File: src/rtl/pet_pkg.sv
`default_nettype none
// ----------------------------------------------------------------------------
// pet_pkg
// Shared types and constants for the pending event table.
// ----------------------------------------------------------------------------
package pet_pkg;

  localparam int SLOTS   = 16;
  localparam int IDX_W   = $clog2(SLOTS);
  localparam int SIG_W   = 6;
  localparam int TIME_W  = 64;
  localparam int PEND_W  = 16;
  localparam int CMD_W   = 2;

  // depth of the queue between front and back
  localparam int Q_DEPTH = 2;
  localparam int QPTR_W  = (Q_DEPTH > 1) ? $clog2(Q_DEPTH) : 1;
  localparam int QCNT_W  = $clog2(Q_DEPTH + 1);

  localparam logic [CMD_W-1:0] CMD_RECORD = 2'd0;
  localparam logic [CMD_W-1:0] CMD_QUERY  = 2'd1;
  localparam logic [CMD_W-1:0] CMD_MARK   = 2'd2;
  localparam logic [CMD_W-1:0] CMD_UNUSED = 2'd3;

  typedef struct packed {
    logic [CMD_W-1:0]  cmd;
    logic [SIG_W-1:0]  signal_number;
    logic [TIME_W-1:0] time_stamp;
    logic [PEND_W-1:0] amount;
  } in_word_t;

  typedef struct packed {
    logic              found;
    logic [SIG_W-1:0]  found_signal;
    logic [TIME_W-1:0] found_time;
    logic [PEND_W-1:0] found_pending;
  } out_word_t;

  // a classified command on its way to the back end
  typedef struct packed {
    logic [CMD_W-1:0]  kind;
    logic [SIG_W-1:0]  sig;
    logic [TIME_W-1:0] ts;
    logic [PEND_W-1:0] amt;
  } op_t;

endpackage
`default_nettype wire

File: src/rtl/pending_event_table.sv
`default_nettype none
// ----------------------------------------------------------------------------
// pending_event_table
// Table of event kinds with timestamps and pending counts: record, query
// and mark-seen commands.
// ----------------------------------------------------------------------------
// a query scans every slot and registers its result at the last one; record
// and mark-seen stop at the slot that settles them. One command is handled at
// a time, one slot per cycle, holding on a query's last slot while the result
// register is full; a two-deep queue buffers words meanwhile
// reset: synchronous, clears all slot kinds and counts in the same cycle
// ----------------------------------------------------------------------------
module pending_event_table (
  input  wire logic               clk,
  input  wire logic               rst_n,
  input  wire logic               push,
  output logic                    full,
  input  wire pet_pkg::in_word_t  in_word,
  output logic                    empty,
  input  wire logic               pop,
  output pet_pkg::out_word_t      out_word
);

  logic         q_push, q_full, q_pop, q_empty;
  pet_pkg::op_t q_in_op, q_out_op;

  pet_front u_front (
    .push    (push),
    .full    (full),
    .in_word (in_word),
    .q_push  (q_push),
    .q_full  (q_full),
    .q_op    (q_in_op)
  );

  pet_fifo u_fifo (
    .clk   (clk),
    .rst_n (rst_n),
    .wr_en (q_push),
    .wr_op (q_in_op),
    .full  (q_full),
    .rd_en (q_pop),
    .rd_op (q_out_op),
    .empty (q_empty)
  );

  pet_back u_back (
    .clk      (clk),
    .rst_n    (rst_n),
    .q_op     (q_out_op),
    .q_empty  (q_empty),
    .q_pop    (q_pop),
    .empty    (empty),
    .pop      (pop),
    .out_word (out_word)
  );

endmodule
`default_nettype wire

File: src/rtl/pet_front.sv
`default_nettype none
// ----------------------------------------------------------------------------
// pet_front
// Accepts input words, drops those with no effect and forwards the rest.
// ----------------------------------------------------------------------------
module pet_front (
  input  wire logic              push,
  output logic                   full,
  input  wire pet_pkg::in_word_t in_word,
  output logic                   q_push,
  input  wire logic              q_full,
  output pet_pkg::op_t           q_op
);

  logic keep;

  always_comb begin
    unique case (in_word.cmd) inside
      pet_pkg::CMD_RECORD, pet_pkg::CMD_MARK: keep = (in_word.signal_number != '0);
      pet_pkg::CMD_QUERY:                     keep = 1'b1;
      default:                                keep = 1'b0;
    endcase
  end

  // dropped words are taken at once but still respect back-pressure
  assign full        = q_full;
  assign q_push      = push && !q_full && keep;
  assign q_op.kind   = in_word.cmd;
  assign q_op.sig    = in_word.signal_number;
  assign q_op.ts     = in_word.time_stamp;
  assign q_op.amt    = in_word.amount;

endmodule
`default_nettype wire

File: src/rtl/pet_fifo.sv
`default_nettype none
// ----------------------------------------------------------------------------
// pet_fifo
// Short command queue decoupling the front end from the table scanner.
// ----------------------------------------------------------------------------
module pet_fifo (
  input  wire logic         clk,
  input  wire logic         rst_n,
  input  wire logic         wr_en,
  input  wire pet_pkg::op_t wr_op,
  output logic              full,
  input  wire logic         rd_en,
  output pet_pkg::op_t      rd_op,
  output logic              empty
);

  pet_pkg::op_t                  mem_r [pet_pkg::Q_DEPTH];
  logic [pet_pkg::QPTR_W-1:0]    wptr_r, wptr_nxt;
  logic [pet_pkg::QPTR_W-1:0]    rptr_r, rptr_nxt;
  logic [pet_pkg::QCNT_W-1:0]    cnt_r, cnt_nxt;
  logic                          do_wr, do_rd;

  localparam logic [pet_pkg::QPTR_W-1:0] PTR_LAST = pet_pkg::QPTR_W'(pet_pkg::Q_DEPTH - 1);
  localparam logic [pet_pkg::QCNT_W-1:0] CNT_FULL = pet_pkg::QCNT_W'(pet_pkg::Q_DEPTH);

  assign full  = (cnt_r == CNT_FULL);
  assign empty = (cnt_r == '0);
  assign do_wr = wr_en && !full;
  assign do_rd = rd_en && !empty;
  assign rd_op = mem_r[rptr_r];

  always_comb begin
    wptr_nxt = wptr_r;
    rptr_nxt = rptr_r;
    cnt_nxt  = cnt_r;
    if (do_wr) begin
      wptr_nxt = (wptr_r == PTR_LAST) ? '0 : wptr_r + 1'b1;
    end
    if (do_rd) begin
      rptr_nxt = (rptr_r == PTR_LAST) ? '0 : rptr_r + 1'b1;
    end
    if (do_wr && !do_rd) begin
      cnt_nxt = cnt_r + 1'b1;
    end else if (do_rd && !do_wr) begin
      cnt_nxt = cnt_r - 1'b1;
    end
  end

  always_ff @(posedge clk) begin
    if (!rst_n) begin
      wptr_r <= '0;
      rptr_r <= '0;
      cnt_r  <= '0;
    end else begin
      wptr_r <= wptr_nxt;
      rptr_r <= rptr_nxt;
      cnt_r  <= cnt_nxt;
    end
  end

  always_ff @(posedge clk) begin
    if (do_wr) begin
      mem_r[wptr_r] <= wr_op;
    end
  end

endmodule
`default_nettype wire

File: src/rtl/pet_back.sv
`default_nettype none
// ----------------------------------------------------------------------------
// pet_back
// Slot table and scanner: visits one slot a cycle to record, mark or query; queries stall on a full output.
// ----------------------------------------------------------------------------
module pet_back (
  input  wire logic          clk,
  input  wire logic          rst_n,
  input  wire pet_pkg::op_t  q_op,
  input  wire logic          q_empty,
  output logic               q_pop,
  output logic               empty,
  input  wire logic          pop,
  output pet_pkg::out_word_t out_word
);

  localparam logic ST_IDLE = 1'b0;
  localparam logic ST_SCAN = 1'b1;
  localparam logic [pet_pkg::IDX_W-1:0] IDX_LAST = pet_pkg::IDX_W'(pet_pkg::SLOTS - 1);

  logic [pet_pkg::SIG_W-1:0]  sig_r  [pet_pkg::SLOTS];
  logic [pet_pkg::PEND_W-1:0] pend_r [pet_pkg::SLOTS];
  logic [pet_pkg::TIME_W-1:0] time_r [pet_pkg::SLOTS];

  logic                       state_r, state_nxt;
  logic [pet_pkg::IDX_W-1:0]  idx_r, idx_nxt;
  pet_pkg::op_t               op_r;

  logic                       best_vld_r, best_vld_nxt;
  logic [pet_pkg::SIG_W-1:0]  best_sig_r;
  logic [pet_pkg::TIME_W-1:0] best_time_r;
  logic [pet_pkg::PEND_W-1:0] best_pend_r;
  logic                       best_load;

  logic                       out_vld_r, out_vld_nxt;
  pet_pkg::out_word_t         out_word_r;
  logic                       out_load;
  pet_pkg::out_word_t         res_word;

  logic [pet_pkg::SIG_W-1:0]  cur_sig;
  logic [pet_pkg::PEND_W-1:0] cur_pend;
  logic [pet_pkg::TIME_W-1:0] cur_time;
  logic                       hit, last, qualify, better, take_cur, out_free;
  logic                       wr_en, wr_time;
  logic [pet_pkg::PEND_W-1:0] wr_pend;
  logic [pet_pkg::PEND_W:0]   sum;

  // wrapping signed difference a - b is strictly positive
  function automatic logic later_than(input logic [pet_pkg::TIME_W-1:0] a,
                                      input logic [pet_pkg::TIME_W-1:0] b);
    logic [pet_pkg::TIME_W-1:0] d;
    d = a - b;
    return (d != '0) && !d[pet_pkg::TIME_W-1];
  endfunction

  assign cur_sig  = sig_r[idx_r];
  assign cur_pend = pend_r[idx_r];
  assign cur_time = time_r[idx_r];
  assign hit      = (cur_sig == op_r.sig);
  assign last     = (idx_r == IDX_LAST);
  assign qualify  = (cur_pend != '0) && ((op_r.ts == '0) || later_than(cur_time, op_r.ts));
  assign better   = !best_vld_r || later_than(best_time_r, cur_time);
  assign take_cur = qualify && better;
  assign out_free = !out_vld_r || pop;
  assign sum      = {1'b0, cur_pend} + {1'b0, op_r.amt};

  always_comb begin
    res_word = '0;
    if (take_cur) begin
      res_word.found         = 1'b1;
      res_word.found_signal  = cur_sig;
      res_word.found_time    = cur_time;
      res_word.found_pending = cur_pend;
    end else if (best_vld_r) begin
      res_word.found         = 1'b1;
      res_word.found_signal  = best_sig_r;
      res_word.found_time    = best_time_r;
      res_word.found_pending = best_pend_r;
    end
  end

  always_comb begin
    state_nxt    = state_r;
    idx_nxt      = idx_r;
    q_pop        = 1'b0;
    wr_en        = 1'b0;
    wr_time      = 1'b0;
    wr_pend      = cur_pend;
    best_load    = 1'b0;
    best_vld_nxt = best_vld_r;
    out_load     = 1'b0;
    unique case (state_r)
      ST_IDLE: begin
        if (!q_empty) begin
          q_pop        = 1'b1;
          idx_nxt      = '0;
          best_vld_nxt = 1'b0;
          state_nxt    = ST_SCAN;
        end
      end
      ST_SCAN: begin
        idx_nxt = idx_r + 1'b1;
        case (op_r.kind)
          pet_pkg::CMD_RECORD: begin
            // claim the first matching or empty slot, the last one when full
            if (hit || (cur_sig == '0) || last) begin
              wr_en     = 1'b1;
              wr_time   = 1'b1;
              wr_pend   = hit ? (sum[pet_pkg::PEND_W] ? '1 : sum[pet_pkg::PEND_W-1:0])
                              : op_r.amt;
              state_nxt = ST_IDLE;
            end
          end
          pet_pkg::CMD_MARK: begin
            if (hit) begin
              wr_en   = 1'b1;
              wr_pend = (cur_pend > op_r.amt) ? cur_pend - op_r.amt : '0;
            end
            if (hit || last) begin
              state_nxt = ST_IDLE;
            end
          end
          pet_pkg::CMD_QUERY: begin
            if (last) begin
              // hold on the last slot until the result register frees up
              if (out_free) begin
                out_load  = 1'b1;
                state_nxt = ST_IDLE;
              end else begin
                idx_nxt = idx_r;
              end
            end else if (take_cur) begin
              best_load    = 1'b1;
              best_vld_nxt = 1'b1;
            end
          end
          default: begin
            state_nxt = ST_IDLE;
          end
        endcase
      end
      default: begin
        state_nxt = ST_IDLE;
      end
    endcase
  end

  always_comb begin
    out_vld_nxt = out_vld_r;
    if (out_load) begin
      out_vld_nxt = 1'b1;
    end else if (pop) begin
      out_vld_nxt = 1'b0;
    end
  end

  always_ff @(posedge clk) begin
    if (!rst_n) begin
      state_r    <= ST_IDLE;
      idx_r      <= '0;
      best_vld_r <= 1'b0;
      out_vld_r  <= 1'b0;
    end else begin
      state_r    <= state_nxt;
      idx_r      <= idx_nxt;
      best_vld_r <= best_vld_nxt;
      out_vld_r  <= out_vld_nxt;
    end
  end

  always_ff @(posedge clk) begin
    if (q_pop) begin
      op_r <= q_op;
    end
    if (best_load) begin
      best_sig_r  <= cur_sig;
      best_time_r <= cur_time;
      best_pend_r <= cur_pend;
    end
    if (out_load) begin
      out_word_r <= res_word;
    end
    if (wr_time) begin
      time_r[idx_r] <= op_r.ts;
    end
  end

  always_ff @(posedge clk) begin
    if (!rst_n) begin
      for (int i = 0; i < pet_pkg::SLOTS; i++) begin
        sig_r[i]  <= '0;
        pend_r[i] <= '0;
      end
    end else if (wr_en) begin
      sig_r[idx_r]  <= op_r.sig;
      pend_r[idx_r] <= wr_pend;
    end
  end

  assign empty    = !out_vld_r;
  assign out_word = out_word_r;

endmodule
`default_nettype wire

File: config.mk
export PLATFORM = sky130hd
export DESIGN_NAME = pending_event_table
export DESIGN_NICKNAME = d
export VERILOG_FILES = /design/src/rtl/pet_pkg.sv /design/src/rtl/pending_event_table.sv /design/src/rtl/pet_front.sv /design/src/rtl/pet_fifo.sv /design/src/rtl/pet_back.sv
export SDC_FILE = /design/constraint.sdc
export NUM_CORES = 2
export LEC_CHECK = 0
export BUFFER_PORTS_ARGS = -buffer_cell sky130_fd_sc_hd__buf_2
export CELL_PAD_IN_SITES_DETAIL_PLACEMENT = 1
export CELL_PAD_IN_SITES_GLOBAL_PLACEMENT = 2
export CORE_UTILIZATION = 35
export DETAILED_ROUTE_END_ITERATION = 7
export HOLD_SLACK_MARGIN = 0.1
export PLACE_DENSITY = 0.6
export SYNTH_ARGS = -nofsm -noshare
export SYNTH_HDL_FRONTEND = slang
export SYNTH_SLANG_ARGS = --single-unit
File: constraint.sdc
create_clock -name clk -period 21.8 [get_ports clk]
set_clock_uncertainty 0.2 [all_clocks]
set_input_delay 1.09 -clock clk [delete_from_list [all_inputs] [get_ports clk]]
set_output_delay 1.09 -clock clk [all_outputs]
set_load 0.02 [all_outputs]
---- Word-level counts from Yosys, hierarchy flattened ----
Memory sizes are Yosys's and may differ from the RTL's. A register that Yosys moved wholly into a read port is not among the register bits.
Index checks and enable logic that the tools add are counted.
cells by class
  order comparisons ....................... 1
  add/sub/neg operators ................... 9
  muxes and demuxes ....................... 68
  divide/modulo/power cells ............... 0
  reductions and logical operators ........ 40
  shifts and indexed selects .............. 0
  multipliers ............................. 0
  eq/ne operators ......................... 12
  bitwise operators ....................... 1
operators by type and width
  operator                                    number
  nonzero test 64 bit                         2
  subtractor 64 bit                           2
  2-to-1 mux 16 bit                           7
  2-to-1 mux 87 bit                           1
  2-to-1 mux 86 bit                           1
  logical NOT 64 bit                          1
  2-to-1 mux 4 bit                            12
  2-to-1 mux 1 bit                            37
  case mux 16 bit (2 select lines)            1
  adder 16 x 16 -> 17 bit                     1
  > comparator 16 bit                         1
  nonzero test 16 bit                         1
  OR reduction 16 bit                         1
  subtractor 16 bit                           1
  logical AND 1 bit                           10
  logical NOT 1 bit                           8
  != test 2 bit, second input constant        4
  case mux 1 bit (2 select lines)             4
  case mux 4 bit (2 select lines)             1
  equality test 2 bit, second input constant  3
  equality test 6 bit                         1
  logical NOT 2 bit                           3
  logical NOT 6 bit                           1
  logical OR 1 bit                            6
  17 further kinds                            21
word-level totals
  bits in registers ....................... 184
  logic and storage cells ................. 149
  memories ................................ 4
  memory bits (writable) .................. 1552
  ROM bits ................................ 0
  bits of input ports ..................... 92
  output and inout bits ................... 89
  bits in latches ......................... 0
memory list
  name           words  bits a word  read ports  clocked after memory_dff  write ports  RTL line        text
  u_back.time_r  16     64           1           1                         1            pet_back.sv:23  logic [pet_pkg::TIME_W-1:0] time_r [pet_pkg::SLOTS];
  u_back.pend_r  16     16           1           1                         16           pet_back.sv:22  logic [pet_pkg::PEND_W-1:0] pend_r [pet_pkg::SLOTS];
  u_fifo.mem_r   2      88           1           1                         1            pet_fifo.sv:17  pet_pkg::op_t mem_r [pet_pkg::Q_DEPTH];
  u_back.sig_r   16     6            1           1                         16           pet_back.sv:21  logic [pet_pkg::SIG_W-1:0] sig_r [pet_pkg::SLOTS];

---- Depth between registers and ports, before layout ----
  depth after elaboration ................. 11
  mapped depth ............................ 26
  depth with buffers taken out ............ 19

---- Hierarchy ----
From an unflattened synthesis, not the netlist that was laid out.
unflattened totals
  cell total of the unflattened synthesis .. 5136
  area, all modules ....................... 82342.7 um^2
modules (own cells, without submodules)
  module     cells an instance  instances  area an instance (um^2)
  pet_back   4744               1          74988.2
  pet_fifo   299                1          6660.1
  pet_front  93                 1          694.4

---- Worst setup path after synthesis ----
No wires, ideal clock.
  kind .................................... register to register
  from .................................... register with a tool-made name
  to ...................................... register u_back.best_pend_r[0] (netlist bit) (enable)
  data required time ...................... 21.146 ns
  path buffers ............................ 9
  arrival time ............................ 8.924 ns
  stages on the path, launching flop included .. 26
  library setup time ...................... 0.454 ns
  setup slack ............................. 12.222 ns
  cell sequence ........................... dfxtp_1 buf_2 buf_2 buf_1 clkbuf_1 clkbuf_1 buf_1 mux4_2 mux4_2 ha_1 clkbuf_1 a21oi_1 o211ai_1 a21boi_0 o31ai_1 mux2_2 a31oi_1 o211a_1 nand4b_1 nand3b_1 nor4_1 a311oi_1 nor3b_2 buf_6 buf_6 and2_1
RTL lines
  element                 RTL line         text
  end signal: assignment  pet_back.sv:178  best_pend_r <= cur_pend;
  end: declaration        pet_back.sv:32   logic [pet_pkg::PEND_W-1:0] best_pend_r;

==> results by group <==
Timing
  – Final hold viol count: 0
  – Min Clock Period, post-route: 10.72 ns
  – Slew Viols, Final: 0
  – Worst slew pin tran: 1.404 ns
  – Setup violators final: 0
  – RSZ-0062 raised after global routing: no
  – Setup_tns: 0 ns
  – Final Cycle Share: 0.4917
  – Worst rel slew slack: 0.05706
  – FMAX: 93.29 MHz

Pwr
  – Pwr Density: 127.3 nW/um2
  – Max VDD drop: 0.0001269 V
  – Leak pwr: 30.21 nW
  – Total Power: 11.77 mW

Floorplan
  – Initial cell density of the core: 0.3528
  – Die width: 483.8 um
  – Die H: 483.8 um
  – Core box area: 230300 um2
  – I/O pin total: 181
  – # rows: 176
  – Die area: 234100 um2

Route
  – Iter 0 DRT Violations: 3792
  – Avg WL per Cell: 30.19 um
  – DRT Pass-1 Iters: 5
  – # DRC: 0
  – DRT Wirelength: 254000 um
  – Vias per cell: 5.580
  – Via Count: 46959
  – Routed Antenna Nets: 0

Final layout
  – Commonest non-fill, non-tap cell in the layout: edfxtp_1
  – Final nets: 5482
  – Most frequent cells in the layout: 1813 x edfxtp_1, 430 x mux4_2, 354 x nor2_1, 237 x a21oi_1, 207 x nand2_1
  – Area grow syn2layout: 13.83%
  – Final core occ: 0.4016
  – Footprint of the multi-input gates: 24810 um2
  – FILL cells: 22794
  – Storage cell area: 54770 um2
  – Layout cells sized above 1: 0.2169

Synthesis
  – Post-synth top area share: 0.6700
  – Post-synth top area cell: edfxtp_1
  – Number of synthesized flops with an enable pin: 1813
  – Post-synth ARST share: 0
  – Post-synthesis instance total: 4996
  – Net Count, Synth: 5255
  – Dominant synthesized flop cell: edfxtp_1
  – Top post-synthesis cells by area: edfxtp_1 67%, mux4_2 12%, ha_1 2.5%
  – Synth Register Bits: 1828
  – Netlist cell types: 85
  – Post-synthesis cell area: 81250 um2
  – Register area share after synthesis: 0.6737
  – Syn avg cell area: 16.26 um2
  – YS warnings: 0

Worst setup path
  – CP Data Arrival Time: 11.01 ns
  – Worst EP required: 22.09 ns
  – CP max-delay cell: buf_4
  – Worst-path maximum fanout: 83
  – Critical path depth: 23
  – CP delay by family, top: buffers and inverters
  – R2R depth: 23
  – Critical path class: register to register
  – Crit-path cells: buf_4 -> buf_12 -> buf_4 -> buf_4 -> mux4_2 -> mux4_2 -> ha_1 -> nand4_1 -> o41ai_2 -> o32ai_1 -> or4_1 -> nor4_1 -> nand4_1 -> or4_1 -> nor4b_1 -> nand4_1 -> nor4b_2 -> a311oi_1 -> nor3b_4 -> buf_4 -> and2_4 -> buf_4 -> buf_4
  – Buf/Inv on CP: 7
  – Top cell by count, worst path: buf_4
  – CP Capture Type: register
  – Crit-path max cell delay: 0.76 ns
  – Crit start category: register

GRT
  – Number of global-route vias before repair: 49625
  – First-pass GRT wire length: 363700 um
  – Initial antenna violation count: 16
  – Grt total ovfl: 0
  – Largest net degree at the start of global routing: 92
  – Total Routing Usage GR: 0.2149

Worst hold path
  – Worst hold path depth: 1
  – Hold Crit Class: input pin to register

Clocking
  – CTS-repair resized insts: 0
  – Root Buffer: clkbuf_16
  – Post-CTS setup buffers: 0
  – Clk sinks: 1828
  – CTS Buf Count: 199
  – Clock tree buffer depth: 3
  – TritonCTS clock tree: built
  – Clk Latency, worst-skew pair: 0.86 ns
  – H-Tree Depth: 4
  – Clk pin slew, worst setup/hold paths: 0.07 ns
  – Hold buffers post-CTS: 0

Placement
  – Port Buf Inserts: 180
  – Post-DP HPWL: 166400 um
  – Gpl congestion: 0.9035

Job
  – Max-cap viol count: 0

Outcome
  – Outcome: completed
worst paths after layout:
kind	startpoint	end	slack (ns)
worst max-delay path	register	u_back.best_time_r[38]	11.08
worst min-delay path	in_word[4]	u_fifo.mem_r[1][4]	0.22
worst max register to register	register	u_back.best_time_r[38]	11.08
worst min register to register	u_fifo.cnt_r[1]	u_fifo.cnt_r[1]	0.31
state kept, by name (all words and copies together) (netlist names), named ones only:
name and cells:
u_back.op_r 88, u_back.best_time_r 64, u_back.best_vld_r 1, u_back.sig_r 96, u_back.pend_r 256, u_back.time_r 1024
u_fifo.cnt_r 2, u_fifo.mem_r 176, u_fifo.wptr_r 1, u_back.idx_r 4, u_back.out_word 87, u_back.state_r 1
u_back.best_pend_r 16, u_back.best_sig_r 6, u_fifo.rptr_r 1, u_back.out_vld_r 1
logic make-up (layout without fill, tap and decap cells):
logic type	Yosys count	in the layout	share of synthesized area
adders and majority gates	167	167	0.02609
AOI/OAI and AO/OA	776	776	0.06489
and+or+nand+nor	1100	1100	0.06669
buffers and inverters	479	868	0.02298
xor gates and xnor gates	106	106	0.01143
other	0	4	0
DFF	1828	1828	0.6737
muxes	540	540	0.1342
where the power goes:
part / internal, mW / total (mW) / switching [mW]
sequential: 4.39 / 4.74 / 0.352
combinational: 1.29 / 3.67 / 2.38
clock: 1.93 / 3.36 / 1.43
final cells by class:
cell class | instances | share of cell area
antenna | 4 | 0.0001082
clock buffer | 249 | 0.05641
tap | 3026 | 0.04093
multi-input combinational | 2689 | 0.2683
clock inverter | 114 | 0.01369
inverter | 205 | 0.008346
timing repair buffer | 300 | 0.02016
sequential | 1828 | 0.5921
metrics by stage:
step | instances | worst slack [ns] | cell area, um2 | hold WS (ns)
after detailed placement | 8048 | 10.92 | 86000 | 0.3047
after CTS | 8411 | 10.84 | 92480 | 0.1520
after floorplan | 4996 | 12.22 | 81250 | 0.2667
final | 8415 | 11.08 | 92490 | 0.2229
after global routing | 8413 | 10.33 | 92490 | 0.1768
after global placement | 8048 | 10.96 | 86000 | 0.2974
synthesized netlist by cell type, types with 18 or more instances:
cell	count
a211oi_1	20
nand3_1	56
nand4_1	82
o211ai_1	23
xor2_1	37
inv_1	205
and2_1	151
buf_1	30
mux4_2	430
o31ai_1	18
nor3_1	50
nor2_1	371
o21ai_0	136
nand2_1	211
o21bai_1	30
clkbuf_1	214
buf_2	21
a32o_1	87
o21a_1	27
edfxtp_1	1813
nor4_1	41
a21oi_1	237
and3_1	19
a31oi_1	29
nor2b_1	23
mux2_2	95
xnor2_1	69
a21o_1	44
ha_1	163
routing by layer:
layer  wire length, um  vias up  global-route usage
met5                17        -                   0
met4              5660        2             0.05263
met3             10530      292             0.02524
met2            125100     1140              0.3622
met1            112700    25191              0.2951
li1                  -    20334                   -
Note: power is estimated with default switching activity, not from simulation.
